## src/hdl/rtsm_pkg.sv

```systemverilog
package rtsm_pkg;

  localparam int ADDR_W  = 24;
  localparam int PADDR_W = 5;

  localparam logic [2:0] REG_PITCH  = 3'd0;
  localparam logic [2:0] REG_DEST_X = 3'd1;
  localparam logic [2:0] REG_DEST_Y = 3'd2;
  localparam logic [2:0] REG_MIN    = 3'd3;
  localparam logic [2:0] REG_MANY   = 3'd4;

  localparam logic [7:0] MIN_CODE_RST  = 8'd248;
  localparam logic [7:0] MANY_CODE_RST = 8'd248;

  // op kinds passed from front to back
  localparam logic [2:0] K_IGNORE = 3'd0;
  localparam logic [2:0] K_START  = 3'd1;
  localparam logic [2:0] K_WHI    = 3'd2;
  localparam logic [2:0] K_HLO    = 3'd3;
  localparam logic [2:0] K_HHI    = 3'd4;
  localparam logic [2:0] K_PIXEL  = 3'd5;
  localparam logic [2:0] K_MANY   = 3'd6;
  localparam logic [2:0] K_SKIP   = 3'd7;

  typedef struct packed {
    logic [15:0] surface_pitch;
    logic [15:0] dest_x;
    logic [15:0] dest_y;
    logic [7:0]  min_skip_code;
    logic [7:0]  long_skip_code;
  } cfg_t;

  typedef struct packed {
    logic [7:0] stream_byte;
    logic       start_of_sprite;
  } in_t;

  typedef struct packed {
    logic              write_valid;
    logic [ADDR_W-1:0] write_addr;
    logic [7:0]        pixel_value;
    logic              sprite_done;
  } out_t;

  typedef struct packed {
    logic [2:0] kind;
    logic [7:0] data;
    logic [8:0] count;
  } op_t;

endpackage

```

## src/hdl/rle_transparent_sprite_mirror_blit.sv

```systemverilog
// Mirrored run-length sprite decoder: one result item per input byte, in order. A front
// stage classifies each byte (header, opaque pixel, run code, run count) into a two-entry
// queue; a back stage walks the sprite and fills a single output register. The last
// height byte takes a destination base multiply, then an add. Opaque pixels and skips
// step through the sprite rows they cross, one per cycle, then emit their item; a skip
// that runs off the end of the sprite ends it at the last row and emits done.
// Registers (APB, byte address 4*i): pitch, dest_x, dest_y, min code, many code; write
// them only while the block is idle. The destination base is taken at the last header byte.
module rle_transparent_sprite_mirror_blit (
  input  logic                             clk,
  input  logic                             rst_n,
  input  logic                             in_valid,
  input  rtsm_pkg::in_t                    in_data,
  output logic                             in_stall,
  output logic                             out_valid,
  output rtsm_pkg::out_t                   out_data,
  input  logic                             out_stall,
  input  logic                             psel,
  input  logic                             penable,
  input  logic                             pwrite,
  input  logic [rtsm_pkg::PADDR_W-1:0]     paddr,
  input  logic [31:0]                      pwdata,
  output logic [31:0]                      prdata,
  output logic                             pready
);
  import rtsm_pkg::*;

  cfg_t       cfg_r;
  logic [2:0] reg_idx;
  logic       wr_en;
  logic       q_full, push, pop, op_valid;
  op_t        push_op, op;

  assign pready  = 1'b1;
  assign reg_idx = paddr[PADDR_W-1:2];
  assign wr_en   = psel && penable && pwrite && pready;

  always_ff @(posedge clk) begin
    if (!rst_n) begin
      cfg_r.surface_pitch  <= 16'd0;
      cfg_r.dest_x         <= 16'd0;
      cfg_r.dest_y         <= 16'd0;
      cfg_r.min_skip_code  <= MIN_CODE_RST;
      cfg_r.long_skip_code <= MANY_CODE_RST;
    end else if (wr_en) begin
      case (reg_idx)
        REG_PITCH:  cfg_r.surface_pitch  <= pwdata[15:0];
        REG_DEST_X: cfg_r.dest_x         <= pwdata[15:0];
        REG_DEST_Y: cfg_r.dest_y         <= pwdata[15:0];
        REG_MIN:    cfg_r.min_skip_code  <= pwdata[7:0];
        REG_MANY:   cfg_r.long_skip_code <= pwdata[7:0];
        default: ;
      endcase
    end
  end

  always_comb begin
    case (reg_idx)
      REG_PITCH:  prdata = {16'h0000, cfg_r.surface_pitch};
      REG_DEST_X: prdata = {16'h0000, cfg_r.dest_x};
      REG_DEST_Y: prdata = {16'h0000, cfg_r.dest_y};
      REG_MIN:    prdata = {24'h000000, cfg_r.min_skip_code};
      REG_MANY:   prdata = {24'h000000, cfg_r.long_skip_code};
      default:    prdata = 32'h0000_0000;
    endcase
  end

  rtsm_front u_front (
    .clk      (clk),
    .rst_n    (rst_n),
    .cfg      (cfg_r),
    .in_valid (in_valid),
    .in_data  (in_data),
    .in_stall (in_stall),
    .q_full   (q_full),
    .push     (push),
    .push_op  (push_op)
  );

  rtsm_queue u_queue (
    .clk      (clk),
    .rst_n    (rst_n),
    .push     (push),
    .push_op  (push_op),
    .full     (q_full),
    .pop      (pop),
    .op_valid (op_valid),
    .op       (op)
  );

  rtsm_back u_back (
    .clk       (clk),
    .rst_n     (rst_n),
    .cfg       (cfg_r),
    .op_valid  (op_valid),
    .op        (op),
    .pop       (pop),
    .out_valid (out_valid),
    .out_stall (out_stall),
    .out_data  (out_data)
  );

endmodule

```

## src/hdl/rtsm_front.sv

```systemverilog
module rtsm_front (
  input  logic           clk,
  input  logic           rst_n,
  input  rtsm_pkg::cfg_t cfg,
  input  logic           in_valid,
  input  rtsm_pkg::in_t  in_data,
  output logic           in_stall,
  input  logic           q_full,
  output logic           push,
  output rtsm_pkg::op_t  push_op
);
  import rtsm_pkg::*;

  localparam logic [2:0] F_IDLE  = 3'd0;
  localparam logic [2:0] F_WHI   = 3'd1;
  localparam logic [2:0] F_HLO   = 3'd2;
  localparam logic [2:0] F_HHI   = 3'd3;
  localparam logic [2:0] F_BODY  = 3'd4;
  localparam logic [2:0] F_COUNT = 3'd5;

  logic [2:0] phase_r, phase_nxt;
  logic [7:0] b;

  assign b        = in_data.stream_byte;
  assign in_stall = q_full;
  assign push     = in_valid && !q_full;

  always_comb begin
    phase_nxt     = phase_r;
    push_op.kind  = K_IGNORE;
    push_op.data  = b;
    push_op.count = 9'd1;
    if (in_data.start_of_sprite) begin
      push_op.kind = K_START;
      phase_nxt    = F_WHI;
    end else begin
      unique case (phase_r)
        F_WHI: begin
          push_op.kind = K_WHI;
          phase_nxt    = F_HLO;
        end
        F_HLO: begin
          push_op.kind = K_HLO;
          phase_nxt    = F_HHI;
        end
        F_HHI: begin
          push_op.kind = K_HHI;
          phase_nxt    = F_BODY;
        end
        F_BODY: begin
          if (b < cfg.min_skip_code) begin
            push_op.kind = K_PIXEL;
          end else if (b == cfg.long_skip_code) begin
            push_op.kind = K_MANY;
            phase_nxt    = F_COUNT;
          end else begin
            push_op.kind  = K_SKIP;
            push_op.count = 9'd256 - {1'b0, b};
          end
        end
        F_COUNT: begin
          push_op.kind  = K_SKIP;
          push_op.count = (b == 8'd0) ? 9'd1 : {1'b0, b};
          phase_nxt     = F_BODY;
        end
        default: begin
          push_op.kind = K_IGNORE;
        end
      endcase
    end
  end

  always_ff @(posedge clk) begin
    if (!rst_n) begin
      phase_r <= F_IDLE;
    end else if (push) begin
      phase_r <= phase_nxt;
    end
  end

endmodule

```

## src/hdl/rtsm_queue.sv

```systemverilog
module rtsm_queue (
  input  logic          clk,
  input  logic          rst_n,
  input  logic          push,
  input  rtsm_pkg::op_t push_op,
  output logic          full,
  input  logic          pop,
  output logic          op_valid,
  output rtsm_pkg::op_t op
);
  import rtsm_pkg::*;

  op_t        mem_r [2];
  logic       wr_ptr_r, rd_ptr_r;
  logic [1:0] cnt_r;

  assign full     = (cnt_r == 2'd2);
  assign op_valid = (cnt_r != 2'd0);
  assign op       = mem_r[rd_ptr_r];

  always_ff @(posedge clk) begin
    if (push) begin
      mem_r[wr_ptr_r] <= push_op;
    end
  end

  always_ff @(posedge clk) begin
    if (!rst_n) begin
      wr_ptr_r <= 1'b0;
      rd_ptr_r <= 1'b0;
      cnt_r    <= 2'd0;
    end else begin
      if (push) wr_ptr_r <= !wr_ptr_r;
      if (pop)  rd_ptr_r <= !rd_ptr_r;
      if (push && !pop) begin
        cnt_r <= cnt_r + 2'd1;
      end else if (pop && !push) begin
        cnt_r <= cnt_r - 2'd1;
      end
    end
  end

endmodule

```

## src/hdl/rtsm_back.sv

```systemverilog
module rtsm_back (
  input  logic           clk,
  input  logic           rst_n,
  input  rtsm_pkg::cfg_t cfg,
  input  logic           op_valid,
  input  rtsm_pkg::op_t  op,
  output logic           pop,
  output logic           out_valid,
  input  logic           out_stall,
  output rtsm_pkg::out_t out_data
);
  import rtsm_pkg::*;

  localparam logic [1:0] S_IDLE = 2'd0;
  localparam logic [1:0] S_MUL  = 2'd1;
  localparam logic [1:0] S_BASE = 2'd2;
  localparam logic [1:0] S_ADV  = 2'd3;

  logic [1:0]        st_r, st_nxt;
  logic              active_r, active_nxt;
  logic [15:0]       width_r, width_nxt;
  logic [15:0]       height_r, height_nxt;
  logic [15:0]       row_r, row_nxt;
  logic [15:0]       col_r, col_nxt;
  logic [16:0]       total_r, total_nxt;
  logic [ADDR_W-1:0] base_r, base_nxt;
  logic [31:0]       prod_r, prod_nxt;
  logic              res_wv_r, res_wv_nxt;
  logic [ADDR_W-1:0] res_addr_r, res_addr_nxt;
  logic [7:0]        res_pix_r, res_pix_nxt;
  logic              out_valid_r, out_valid_nxt;
  out_t              out_data_r, out_data_nxt;

  logic              can_emit, emit;
  out_t              emit_data;
  logic [16:0]       row_inc;
  logic              empty;

  assign can_emit  = !out_valid_r || !out_stall;
  assign row_inc   = {1'b0, row_r} + 17'd1;
  assign empty     = (width_r == 16'd0) || (height_r == 16'd0);
  assign out_valid = out_valid_r;
  assign out_data  = out_data_r;

  always_comb begin
    st_nxt       = st_r;
    active_nxt   = active_r;
    width_nxt    = width_r;
    height_nxt   = height_r;
    row_nxt      = row_r;
    col_nxt      = col_r;
    total_nxt    = total_r;
    base_nxt     = base_r;
    prod_nxt     = prod_r;
    res_wv_nxt   = res_wv_r;
    res_addr_nxt = res_addr_r;
    res_pix_nxt  = res_pix_r;
    pop          = 1'b0;
    emit         = 1'b0;
    emit_data    = '0;
    unique case (st_r)
      S_IDLE: begin
        if (op_valid && can_emit) begin
          pop = 1'b1;
          if (op.kind == K_START) begin
            width_nxt  = {8'h00, op.data};
            height_nxt = 16'd0;
            row_nxt    = 16'd0;
            col_nxt    = 16'd0;
            base_nxt   = '0;
            active_nxt = 1'b1;
            emit       = 1'b1;
          end else if (op.kind == K_IGNORE || !active_r) begin
            emit                  = 1'b1;
            emit_data.sprite_done = 1'b1;
          end else begin
            case (op.kind)
              K_WHI: begin
                width_nxt[15:8] = op.data;
                emit            = 1'b1;
              end
              K_HLO: begin
                height_nxt = {8'h00, op.data};
                emit       = 1'b1;
              end
              K_HHI: begin
                height_nxt[15:8] = op.data;
                row_nxt          = 16'd0;
                col_nxt          = 16'd0;
                st_nxt           = S_MUL;
              end
              K_PIXEL: begin
                res_wv_nxt   = 1'b1;
                res_pix_nxt  = op.data;
                res_addr_nxt = base_r + ADDR_W'(width_r - 16'd1 - col_r);
                total_nxt    = {1'b0, col_r} + {8'h00, op.count};
                st_nxt       = S_ADV;
              end
              K_MANY: begin
                emit = 1'b1;
              end
              K_SKIP: begin
                res_wv_nxt   = 1'b0;
                res_pix_nxt  = 8'd0;
                res_addr_nxt = '0;
                total_nxt    = {1'b0, col_r} + {8'h00, op.count};
                st_nxt       = S_ADV;
              end
              default: begin
                emit                  = 1'b1;
                emit_data.sprite_done = 1'b1;
              end
            endcase
          end
        end
      end
      S_MUL: begin
        prod_nxt = cfg.dest_y * cfg.surface_pitch;
        st_nxt   = S_BASE;
      end
      S_BASE: begin
        if (can_emit) begin
          base_nxt              = ADDR_W'(prod_r + {16'h0000, cfg.dest_x});
          emit                  = 1'b1;
          emit_data.sprite_done = empty;
          active_nxt            = !empty;
          st_nxt                = S_IDLE;
        end
      end
      S_ADV: begin
        emit_data.write_valid = res_wv_r;
        emit_data.write_addr  = res_addr_r;
        emit_data.pixel_value = res_pix_r;
        if (total_r >= {1'b0, width_r}) begin
          // one row crossed per cycle
          if (row_inc >= {1'b0, height_r}) begin
            if (can_emit) begin
              emit                  = 1'b1;
              emit_data.sprite_done = 1'b1;
              active_nxt            = 1'b0;
              st_nxt                = S_IDLE;
            end
          end else begin
            total_nxt = total_r - {1'b0, width_r};
            row_nxt   = row_inc[15:0];
            base_nxt  = base_r + ADDR_W'(cfg.surface_pitch);
          end
        end else if (can_emit) begin
          col_nxt = total_r[15:0];
          emit    = 1'b1;
          st_nxt  = S_IDLE;
        end
      end
      default: begin
        st_nxt = S_IDLE;
      end
    endcase

    out_valid_nxt = out_valid_r;
    out_data_nxt  = out_data_r;
    if (emit) begin
      out_valid_nxt = 1'b1;
      out_data_nxt  = emit_data;
    end else if (!out_stall) begin
      out_valid_nxt = 1'b0;
    end
  end

  always_ff @(posedge clk) begin
    if (!rst_n) begin
      st_r        <= S_IDLE;
      active_r    <= 1'b0;
      out_valid_r <= 1'b0;
      width_r     <= 16'd0;
      height_r    <= 16'd0;
      row_r       <= 16'd0;
      col_r       <= 16'd0;
      base_r      <= '0;
    end else begin
      st_r        <= st_nxt;
      active_r    <= active_nxt;
      out_valid_r <= out_valid_nxt;
      width_r     <= width_nxt;
      height_r    <= height_nxt;
      row_r       <= row_nxt;
      col_r       <= col_nxt;
      base_r      <= base_nxt;
    end
  end

  always_ff @(posedge clk) begin
    total_r    <= total_nxt;
    prod_r     <= prod_nxt;
    res_wv_r   <= res_wv_nxt;
    res_addr_r <= res_addr_nxt;
    res_pix_r  <= res_pix_nxt;
    out_data_r <= out_data_nxt;
  end

  a_adv_width: assert property (@(posedge clk) disable iff (!rst_n)
    (st_r == S_ADV) |-> (width_r != 16'd0))
    else $error("row walk with zero width");

  a_base_after_mul: assert property (@(posedge clk) disable iff (!rst_n)
    (st_r == S_BASE) |-> ($past(st_r) == S_MUL || $past(st_r) == S_BASE))
    else $error("base step not preceded by multiply");

  a_pop_idle: assert property (@(posedge clk) disable iff (!rst_n)
    pop |-> (st_r == S_IDLE && op_valid && can_emit))
    else $error("op taken while busy");

  a_adv_active: assert property (@(posedge clk) disable iff (!rst_n)
    (st_r == S_ADV) |-> active_r)
    else $error("row walk on inactive sprite");

endmodule

```

## config.mk

```make
export PLATFORM = sky130hd
export DESIGN_NAME = rle_transparent_sprite_mirror_blit
export DESIGN_NICKNAME = d
export VERILOG_FILES = /design/src/hdl/rtsm_pkg.sv /design/src/hdl/rle_transparent_sprite_mirror_blit.sv /design/src/hdl/rtsm_front.sv /design/src/hdl/rtsm_queue.sv /design/src/hdl/rtsm_back.sv
export SDC_FILE = /design/constraint.sdc
export NUM_CORES = 1
export LEC_CHECK = 0
export BUFFER_PORTS_ARGS = -buffer_cell sky130_fd_sc_hd__buf_2
export CAP_MARGIN = 0
export CORE_AREA = 3 3 197 199
export DETAILED_ROUTE_END_ITERATION = 6
export DIE_AREA = 0 0 200 202
export GPL_TIMING_DRIVEN = 0
export PLACE_DENSITY = 0.87
export REMOVE_ABC_BUFFERS = 1
export SLEW_MARGIN = 25
export SYNTH_ARGS = -nofsm -noshare
export SYNTH_HDL_FRONTEND = slang
export SYNTH_SLANG_ARGS = --single-unit
```

## constraint.sdc

```tcl
create_clock -name clk -period 15.4 [get_ports clk]
set_input_delay 3.08 -clock clk [delete_from_list [all_inputs] [get_ports clk]]
set_output_delay 3.08 -clock clk [all_outputs]
set_load 0.05 [all_outputs]
```

==> results of run 1 <==
==> per-layer routing <==
layer,part of all wire (%),GRT usage [%]
met2,49,54.1
met1,38,38.3
met3,8.3,6.08
met5,0,0
met4,5.3,15.7
==> placed cells by master (no fill, tap or decap), types with 41 or more instances in the layout <==
master / count
a21oi_1: 169
and2_1: 144
buf_2: 87
dfxtp_1: 163
edfxtp_1: 148
fa_1: 188
ha_1: 185
inv_1: 312
mux2i_1: 64
nand2_1: 316
nor2_1: 208
nor3_1: 47
o21ai_0: 55
xnor2_1: 107
xor2_1: 41
==> worst max-delay path, stage by stage <==
cell	delay, ps
buf_2	610
nor2b_1	590
a21oi_1	180
o22ai_1	200
buf_2	290
==> power breakdown <==
group	internal, mW	switching (mW)
Clock	0.474	0.367
Sequential	1.15	0.100
Combinational	1.03	1.63
==> through the flow <==
step	hold WS, ps	worst slack [ps]	std cells	util, %
floorplan	436	8010	2643	-
global placement	449	6980	3240	68.9
detailed placement	450	7410	3251	69.5
CTS	458	7400	3314	72.6
global route	511	7260	3314	72.6
finish	464	7350	3314	72.6
==> worst paths after layout <==
kind	slack, ps	depth (start not counted)	to	start
max	7350	5	prdata[4]	paddr[3]
min reg2reg	460	2	u_back.col_r[15]	u_back.col_r[15]
min	460	2	u_back.col_r[15]	u_back.col_r[15]
max reg2reg	8830	19	u_back.prod_r[23]	cfg_r[23]
==> cell families after synthesis <==
family,count (synthesis),synth area share [%]
simple gates,884,16.4
compound gates,519,13.5
buf+inv,458,7.17
fa+ha+maj,376,24.2
flops,312,30.6
xor+xnor,148,5.13
mux,74,2.98
other cells,2,0.0297
==> registers in the layout, summed over array words and instances, names as in the netlist, 2 cells and up, named ones only <==
signal / count
u_queue.mem_r: 40
u_back.out_data: 34
cfg_r: 64
u_front.phase_r: 3
u_back.res_addr_r: 24
u_back.width_r: 16
u_back.height_r: 16
u_back.st_r: 2
u_back.col_r: 16
u_queue.cnt_r: 2
u_back.base_r: 24
u_back.row_r: 16
u_back.total_r: 17
u_back.prod_r: 24
u_back.res_pix_r: 8
==> cell type report <==
| cell class | count | area share, % |
|---|---|---|
| Multi-Input combinational cell | 2018 | 58.4 |
| Clock inverter | 24 | 0.903 |
| Sequential cell | 312 | 28.5 |
| Tap cell | 511 | 2.36 |
| Inverter | 313 | 4.35 |
| Clock buffer | 39 | 3.28 |
| Timing Repair Buffer | 97 | 2.24 |
==> metrics.md, run 1 <==
| Metric | Value |
|---|---|
| Status | completed |
| Largest cells by area after synthesis | edfxtp_1 (18%), fa_1 (15%), dfxtp_1 (13%), ha_1 (9.3%), nand2_1 (4.7%) |
| Synth area leader | edfxtp_1 |
| Die width | 200 um |
| Max-slew violations | 0 |
| Setup Buffers After CTS | 0 |
| Clock period minus worst slack | 8050 ps |
| Critical path class | in -> out |
| Initial drt markers | 1606 |
| Synth Register Bits | 312 |
| Post-synth EDFFs | 148 |
| WP data required | 12320 ps |
| PD cells | 175 mW/mm2 |
| Crit path launch type | input port |
| Mapped Cells | 2773 |
| Peak VDD IR | 0.158 mV |
| Final hold viol count | 0 |
| Total negative slack | 0 ps |
| Initial antenna violation count | 0 |
| CTS Hold Bufs | 0 |
| Final Cell Area | 0.0271 mm2 |
| Global-route wire length before repair | 103000 um |
| Total Power | 4.76 mW |
| Pin count of the biggest net entering global routing | 92 |
| Fraction of registers with async set/reset | 0% |
| Placed instance area | 0.0260 mm2 |
| Top post-synthesis cells by count | nand2_1 (316), inv_1 (312), nor2_1 (210) |
| Slew @ Worst Pin | 1100 ps |
| Worst Hold Class | reg -> reg |
| Max_slew headroom | 26.7% |
| Die ar. | 0.0404 mm2 |
| Synthesis-to-finish area growth | 7.45% |
| Register area | 0.00773 mm2 |
| Ratio of final minimum period to clock period | 52.3% |
| Achievable frequency | 124 MHz |
| Clk_lat worst skew | 580 ps |
| Fill cell count | 2697 |
| Post-CTS sizing | 0 |
| DPL Wire Length | 46900 um |
| Avg WL per Cell | 18.9 um |
| Port bufs | 86 |
| Htree depth | 2 |
| Max-cap viol count | 0 |
| Post-synth top area share | 17.6% |
| Ports | 122 |
| Leak pwr | 11.5 nW |
| Fraction of layout cells with a size suffix above 1 | 6.92% |
| Sequential share of the synthesized area | 30.6% |
| Syn avg cell area | 9.11 um2 |
| Die Span Y | 202 um |
| CTS Buffer Depth | 3 |
| Clk slew on worst S/H paths | 60 ps |
| Via count | 20112 |
| CTS tree | yes |
| FP Rows | 71 |
| Num CTS Buffers | 35 |
| All-Layer GR Usage | 31.7% |
| CP max FO | 32 |
| Worst setup EP type | output pin |
| Final WL | 62500 um |
| RSZ-0062 raised after global routing | no |
| Placer congestion estimate | 0.966 |
| Data arrival time of the worst path | 4970 ps |
| Synthesized area | 0.0253 mm2 |
| Starting Density | 67.6% |
| DRT Pass-1 Iters | 6 |
| Remaining antenna violation count | 0 |
| Clock skew | 21.6 ps |
| Inserted Diodes | 0 |
| Number of library cell types mapped by synthesis | 81 |
| NumNets Final | 3206 |
| Synth warnings | 0 |
| Core Footprint | 0.0374 mm2 |
| Final setup fails | 0 |
| DRC | 0 |
| Vias in the first global route | 21040 |
| # clock sinks | 312 |
| Clk root buf | clkbuf_16 |
| Multi-input gate area | 0.0159 mm2 |
| Vias per cell | 6.07 |
| Top-count cell post-synth | nand2_1 |
| Gr ovfl total | 0 |
| Top FF cell, synth | dfxtp_1 |
No activity file was read; power rests on OpenSTA's default activity.
==> run 2: changes to the inputs <==
Settings changed: CORE_AREA 3 3 197 199 to 3 3 203 205, DIE_AREA 0 0 200 202 to 0 0 206 208, PLACE_DENSITY 0.87 to 0.83.
Clock period 15.4 ns to 8.17 ns, I/O delays scaled along.
==> run 2 against run 1 <==
  * Routed wire length up 1.1%
  * Combinational power up 91%
  * Critical path type is now reg -> reg
  * Clock-buffer cell count up 9
==> metrics.md, run 2 (synthesis gave the netlist of run 1 again) <==
| Metric | Value |
|---|---|
| Final worst slack | 1580 ps |
| Htree depth | 2 |
| Placer congestion estimate | 0.956 |
| Core Footprint | 0.0396 mm2 |
| Global-route wire length before repair | 103000 um |
| Ports | 122 |
| Max-cap viol count | 0 |
| Most frequent cells in the layout | nand2_1 (316), inv_1 (311), nor2_1 (208) |
| Port bufs | 86 |
| Post-CTS sizing | 0 |
| Beginning of the worst register-to-register path | cfg_r[23] |
| Initial antenna violation count | 0 |
| Synthesis-to-finish area growth | 7.39% |
| Setup WS pre-CTS | 1660 ps |
| Total negative slack | 0 ps |
| Register share of total power | 26.4% |
| WP data required | 8440 ps |
| # clock sinks | 312 |
| Achievable frequency | 152 MHz |
| Gate power share | 56.6% |
| FP Rows | 73 |
| Clock period minus worst slack | 6590 ps |
| CP max FO | 18 |
| Inserted Diodes | 0 |
| PD cells | 330 mW/mm2 |
| Hold path start | u_back.col_r[15] |
| Ratio of final minimum period to clock period | 80.6% |
| Max_slew headroom | 29.7% |
| Most common cell after layout, fill and taps aside | nand2_1 |
| Clk root buf | clkbuf_16 |
| Initial drt markers | 1484 |
| Register area | 0.00773 mm2 |
| Fill cell count | 3061 |
| Clock share of power | 16.9% |
| Via count | 20053 |
| Clk_lat worst skew | 570 ps |
| All-Layer GR Usage | 29.9% |
| Remaining antenna violation count | 0 |
| Data arrival time of the worst path | 6860 ps |
| P_sw | 3.98 mW |
| DRC | 0 |
| Leak pwr | 11.5 nW |
| Die width | 206 um |
| Vias per cell | 6.02 |
| Gr ovfl total | 0 |
| Switching Share | 44.5% |
| Fraction of layout cells with a size suffix above 1 | 6.91% |
| Num CTS Buffers | 36 |
| RSZ-0062 raised after global routing | no |
| Final hold viol count | 0 |
| Slew @ Worst Pin | 1050 ps |
| CTS Hold Bufs | 0 |
| Clock skew | 35.2 ps |
| Die Span Y | 208 um |
| Register bank with the most flops | cfg_r |
| Max reg flops | 64 |
| Die ar. | 0.0428 mm2 |
| DPL Wire Length | 47300 um |
| Crit path launch type | flop |
| Final setup fails | 0 |
| Critical path class | reg -> reg |
| Vias in the first global route | 20490 |
| NumNets Final | 3207 |
| Avg WL per Cell | 19.0 um |
| Worst Hold Class | reg -> reg |
| Multi-input gate area | 0.0159 mm2 |
| Worst setup EP type | flop |
| Pin count of the biggest net entering global routing | 78 |
| CTS Buffer Depth | 3 |
| Starting Density | 63.7% |
| Status | completed |
| DRT Pass-1 Iters | 6 |
| Final WL | 63200 um |
| Peak VDD IR | 0.303 mV |
| Setup crit start | cfg_r[23] |
| Max-slew violations | 0 |
| Int Power | 4.98 mW |
| Clk slew on worst S/H paths | 60 ps |
| Setup Buffers After CTS | 0 |
| CTS tree | yes |
==> run 2: layer usage <==
metal	vias up	global-route usage, %	part of all wire (%)
li1	9341	-	-
met1	9775	37.4	40
met2	763	51.9	50
met3	174	4.38	6.7
met4	0	11.8	4.0
met5	-	0	0
==> run 2: final cells by class <==
cell class / instances / share of cell area (%)
Clock buffer: 48 / 3.56
Clock inverter: 18 / 0.466
Inverter: 313 / 4.35
Multi-Input combinational cell: 2018 / 58.4
Sequential cell: 312 / 28.5
Tap cell: 525 / 2.42
Timing Repair Buffer: 97 / 2.28
==> run 2: power groups by stage <==
stage	sequential (mW)	combinational, mW	clock (mW)
3_5_place_dp	2.40	4.96	0
5_1_grt	2.40	5.65	1.60
3_3_place_gp	2.40	4.68	0
2_1_floorplan	2.67	3.51	0
6_report	2.37	5.07	1.52
4_1_cts	2.37	5.01	1.54
==> run 2: worst max-delay path: stages (launching register included) <==
cell       delay (ps)
dfxtp_1          1000
and2_1            280
fa_1              440
inv_1              80
fa_1              430
fa_1              510
inv_1              50
fa_1              510
fa_1              510
inv_1              60
fa_1              480
inv_1              50
ha_1              350
a21o_1            210
a211oi_1          230
o2bb2ai_1         230
o21ai_0           220
a211oi_1          380
a21oi_1           160
xnor2_1           140
==> run 2: worst paths after layout <==
path         slack [ps]                 to  depth (start not counted)
max                1580  u_back.prod_r[23]                         19
min                 460   u_back.col_r[15]                          2
max reg2reg        1580  u_back.prod_r[23]                         19
min reg2reg         460   u_back.col_r[15]                          2
==> run 2: metrics by stage <==
stage | instances | area (um2) | hold WS [ps] | utilization, % | power (mW)
final | 3331 | 27100 | 457 | 68.4 | 8.96
after detailed placement | 3265 | 26000 | 447 | 65.7 | 7.35
after global routing | 3331 | 27100 | 471 | 68.4 | 9.65
after floorplan | 2643 | 24700 | 436 | - | 6.19
after global placement | 3254 | 25800 | 445 | 65.0 | 7.08
after CTS | 3331 | 27100 | 455 | 68.4 | 8.92
==> run 3: changes to the inputs <==
Settings changed: CORE_AREA 3 3 203 205 to 3 3 215 217, DIE_AREA 0 0 206 208 to 0 0 218 220, PLACE_DENSITY 0.83 to 0.78.
Clock period 8.17 ns to 6 ns, I/O delays scaled along.
==> run 3 against run 2 <==
  * Sequential power is 36% higher
  * Utilization is 6.1 points lower
  * Routed wire length is 1.3% higher
  * Via count is 0.58% higher
  * Total power is 39% higher
  * Hold slack better by 13 ps
  * Fmax is 12% higher
  * Clock-buffer cell count is 3 lower
  * Clock power is 55% higher
  * Flip-flop and latch count stayed put
==> metrics.md, run 3 (synthesis gave the netlist of run 1 again) <==
| Metric | Value |
|---|---|
| Status | completed |
| FP Rows | 77 |
| CP cell instances | nand2_1 > fa_1 > fa_1 > inv_1 > fa_1 > fa_1 > fa_1 > inv_1 > fa_1 > inv_1 > ha_1 > a21o_1 > a21o_1 > a21oi_1 > o21ai_0 > o31a_1 > xor2_1 |
| WP data required | 6290 ps |
| Die width | 218 um |
| Max-cap viol count | 0 |
| Fill cell count | 3604 |
| Max reg flops | 64 |
| GR Util met1 | 32.8% |
| All-Layer GR Usage | 26.6% |
| Ratio of final minimum period to clock period | 97.7% |
| Leak pwr | 11.7 nW |
| Clk slew on worst S/H paths | 50 ps |
| Data arrival time of the worst path | 6160 ps |
| CTS tree | yes |
| Worst path max stage delay | 770 ps |
| Worst setup EP type | flop |
| Final worst slack | 136 ps |
| Max-slew violations | 0 |
| Crit-path most repeated cell | fa_1 |
| Remaining antenna violation count | 0 |
| CTS Hold Bufs | 0 |
| Die ar. | 0.0480 mm2 |
| Avg WL per Cell | 18.7 um |
| Max_slew headroom | 24.4% |
| Fraction of layout cells with a size suffix above 1 | 8.78% |
| PD cells | 450 mW/mm2 |
| Clock period minus worst slack | 5860 ps |
| RR Endpoint | u_back.prod_r[22] |
| Slew @ Worst Pin | 1130 ps |
| Worst Hold End | u_back.col_r[15] |
| Clk_lat worst skew | 560 ps |
| Inserted Diodes | 0 |
| Most frequent cells in the layout | nand2_1 (316), inv_1 (312), nor2_1 (207) |
| Setup WS pre-CTS | -407 ps |
| Hold slack final | 470 ps |
| Peak VDD IR | 0.491 mV |
| Final WL | 64000 um |
| Count of non-filler cells in the finished layout | 3416 |
| Hold path start | u_back.col_r[15] |
| Num CTS Buffers | 37 |
| Slowest CP cell | dfxtp_1 |
| Placed insts | 3333 |
| Clk root buf | clkbuf_16 |
| Initial drt markers | 1640 |
| Grt met2 use | 46.8% |
| Hold-critical path depth | 2 |
| DRC | 0 |
| Gr ovfl total | 0 |
| R2R depth | 17 |
| Register bank with the most flops | cfg_r |
| Die Span Y | 220 um |
| Core Footprint | 0.0443 mm2 |
| Placer congestion estimate | 0.906 |
| Met3 usage | 3.89% |
| CTS Buffer Depth | 3 |
| Starting Density | 57.0% |
| Synthesis-to-finish area growth | 9.34% |
| NumNets Final | 3224 |
| Vias in the first global route | 20548 |
| Port bufs | 86 |
| CP max FO | 14 |
| Setup crit start | cfg_r[61] |
| Beginning of the worst register-to-register path | cfg_r[61] |
| Critical path class | reg -> reg |
| Vias per cell | 5.90 |
| # clock sinks | 312 |
| Worst Hold Class | reg -> reg |
| Crit path launch type | flop |
| Via count | 20170 |
| DPL Wire Length | 47200 um |
| Final setup fails | 0 |
| Achievable frequency | 171 MHz |
| Most common cell after layout, fill and taps aside | nand2_1 |
| Ports | 122 |
| Global-route wire length before repair | 103000 um |
| Clock skew | 18.4 ps |
| Busiest grt layer | met2 |
| Pin count of the biggest net entering global routing | 87 |
| Initial antenna violation count | 0 |
| Final hold viol count | 0 |
| DRT Pass-1 Iters | 7 |
| R2R setup slack | 140 ps |
| Htree depth | 2 |
## run 3: how the worst max path moves through the flow
stage / to / slack, ps
after floorplan: u_back.prod_r[23] / 350
after global placement: u_back.base_r[22] / -520
after detailed placement: u_back.prod_r[23] / -410
after CTS: u_back.prod_r[23] / 30
after global routing: u_back.prod_r[22] / -20
final: u_back.prod_r[22] / 140
## run 3: per-stage QoR
stage / util [%] / TNS, ps / area (um2) / power, mW
after detailed placement: 59.0 / -1540 / 26100 / 10.0
after CTS: 61.9 / 0 / 27400 / 12.4
after floorplan: - / 0 / 24700 / 8.42
after global placement: 58.3 / -14770 / 25900 / 9.66
after global routing: 62.3 / -16.0 / 27600 / 13.3
final: 62.3 / 0 / 27600 / 12.4
## run 3: worst max-delay path: cells and delay by family (launching register included)
kind	cells	cell delay (ps)
adder cells (fa/ha/maj)	7	3290
AND/OR/NAND/NOR	1	170
AO/OA/AOI/OAI	5	1060
XOR/XNOR	1	140
flip-flops	1	770
buffers and inverters	3	170
## run 3: repair_timing
action / in CTS / in global routing
pin swaps: 0 / 2
cloned: 0 / 0
setup endpoints to repair: 8 / 7
resized for setup: 30 / 21
setup buffers: 0 / 15
## run 3: power by group
part           leakage (nW)  switching, mW  internal [mW]
clock                 0.619          0.941           1.41
sequential             2.73          0.263           2.96
combinational          8.31           4.21           2.66
## run 3: area by class of cell
cell class                      count  area, um2  area share [%]
Clock buffer                       45        996            3.61
Clock inverter                     23        273           0.987
Inverter                          313       1180            4.27
Multi-Input combinational cell   2018      15900            57.5
Sequential cell                   312       7800            28.3
Tap cell                          592        741            2.68
Timing Repair Buffer              113        747            2.70
## run 3: per-layer routing
metal | wire length (um) | part of all wire (%)
met4 | 2520 | 3.9
met5 | 0 | 0
met2 | 31300 | 49
met3 | 4500 | 7.0
met1 | 25700 | 40
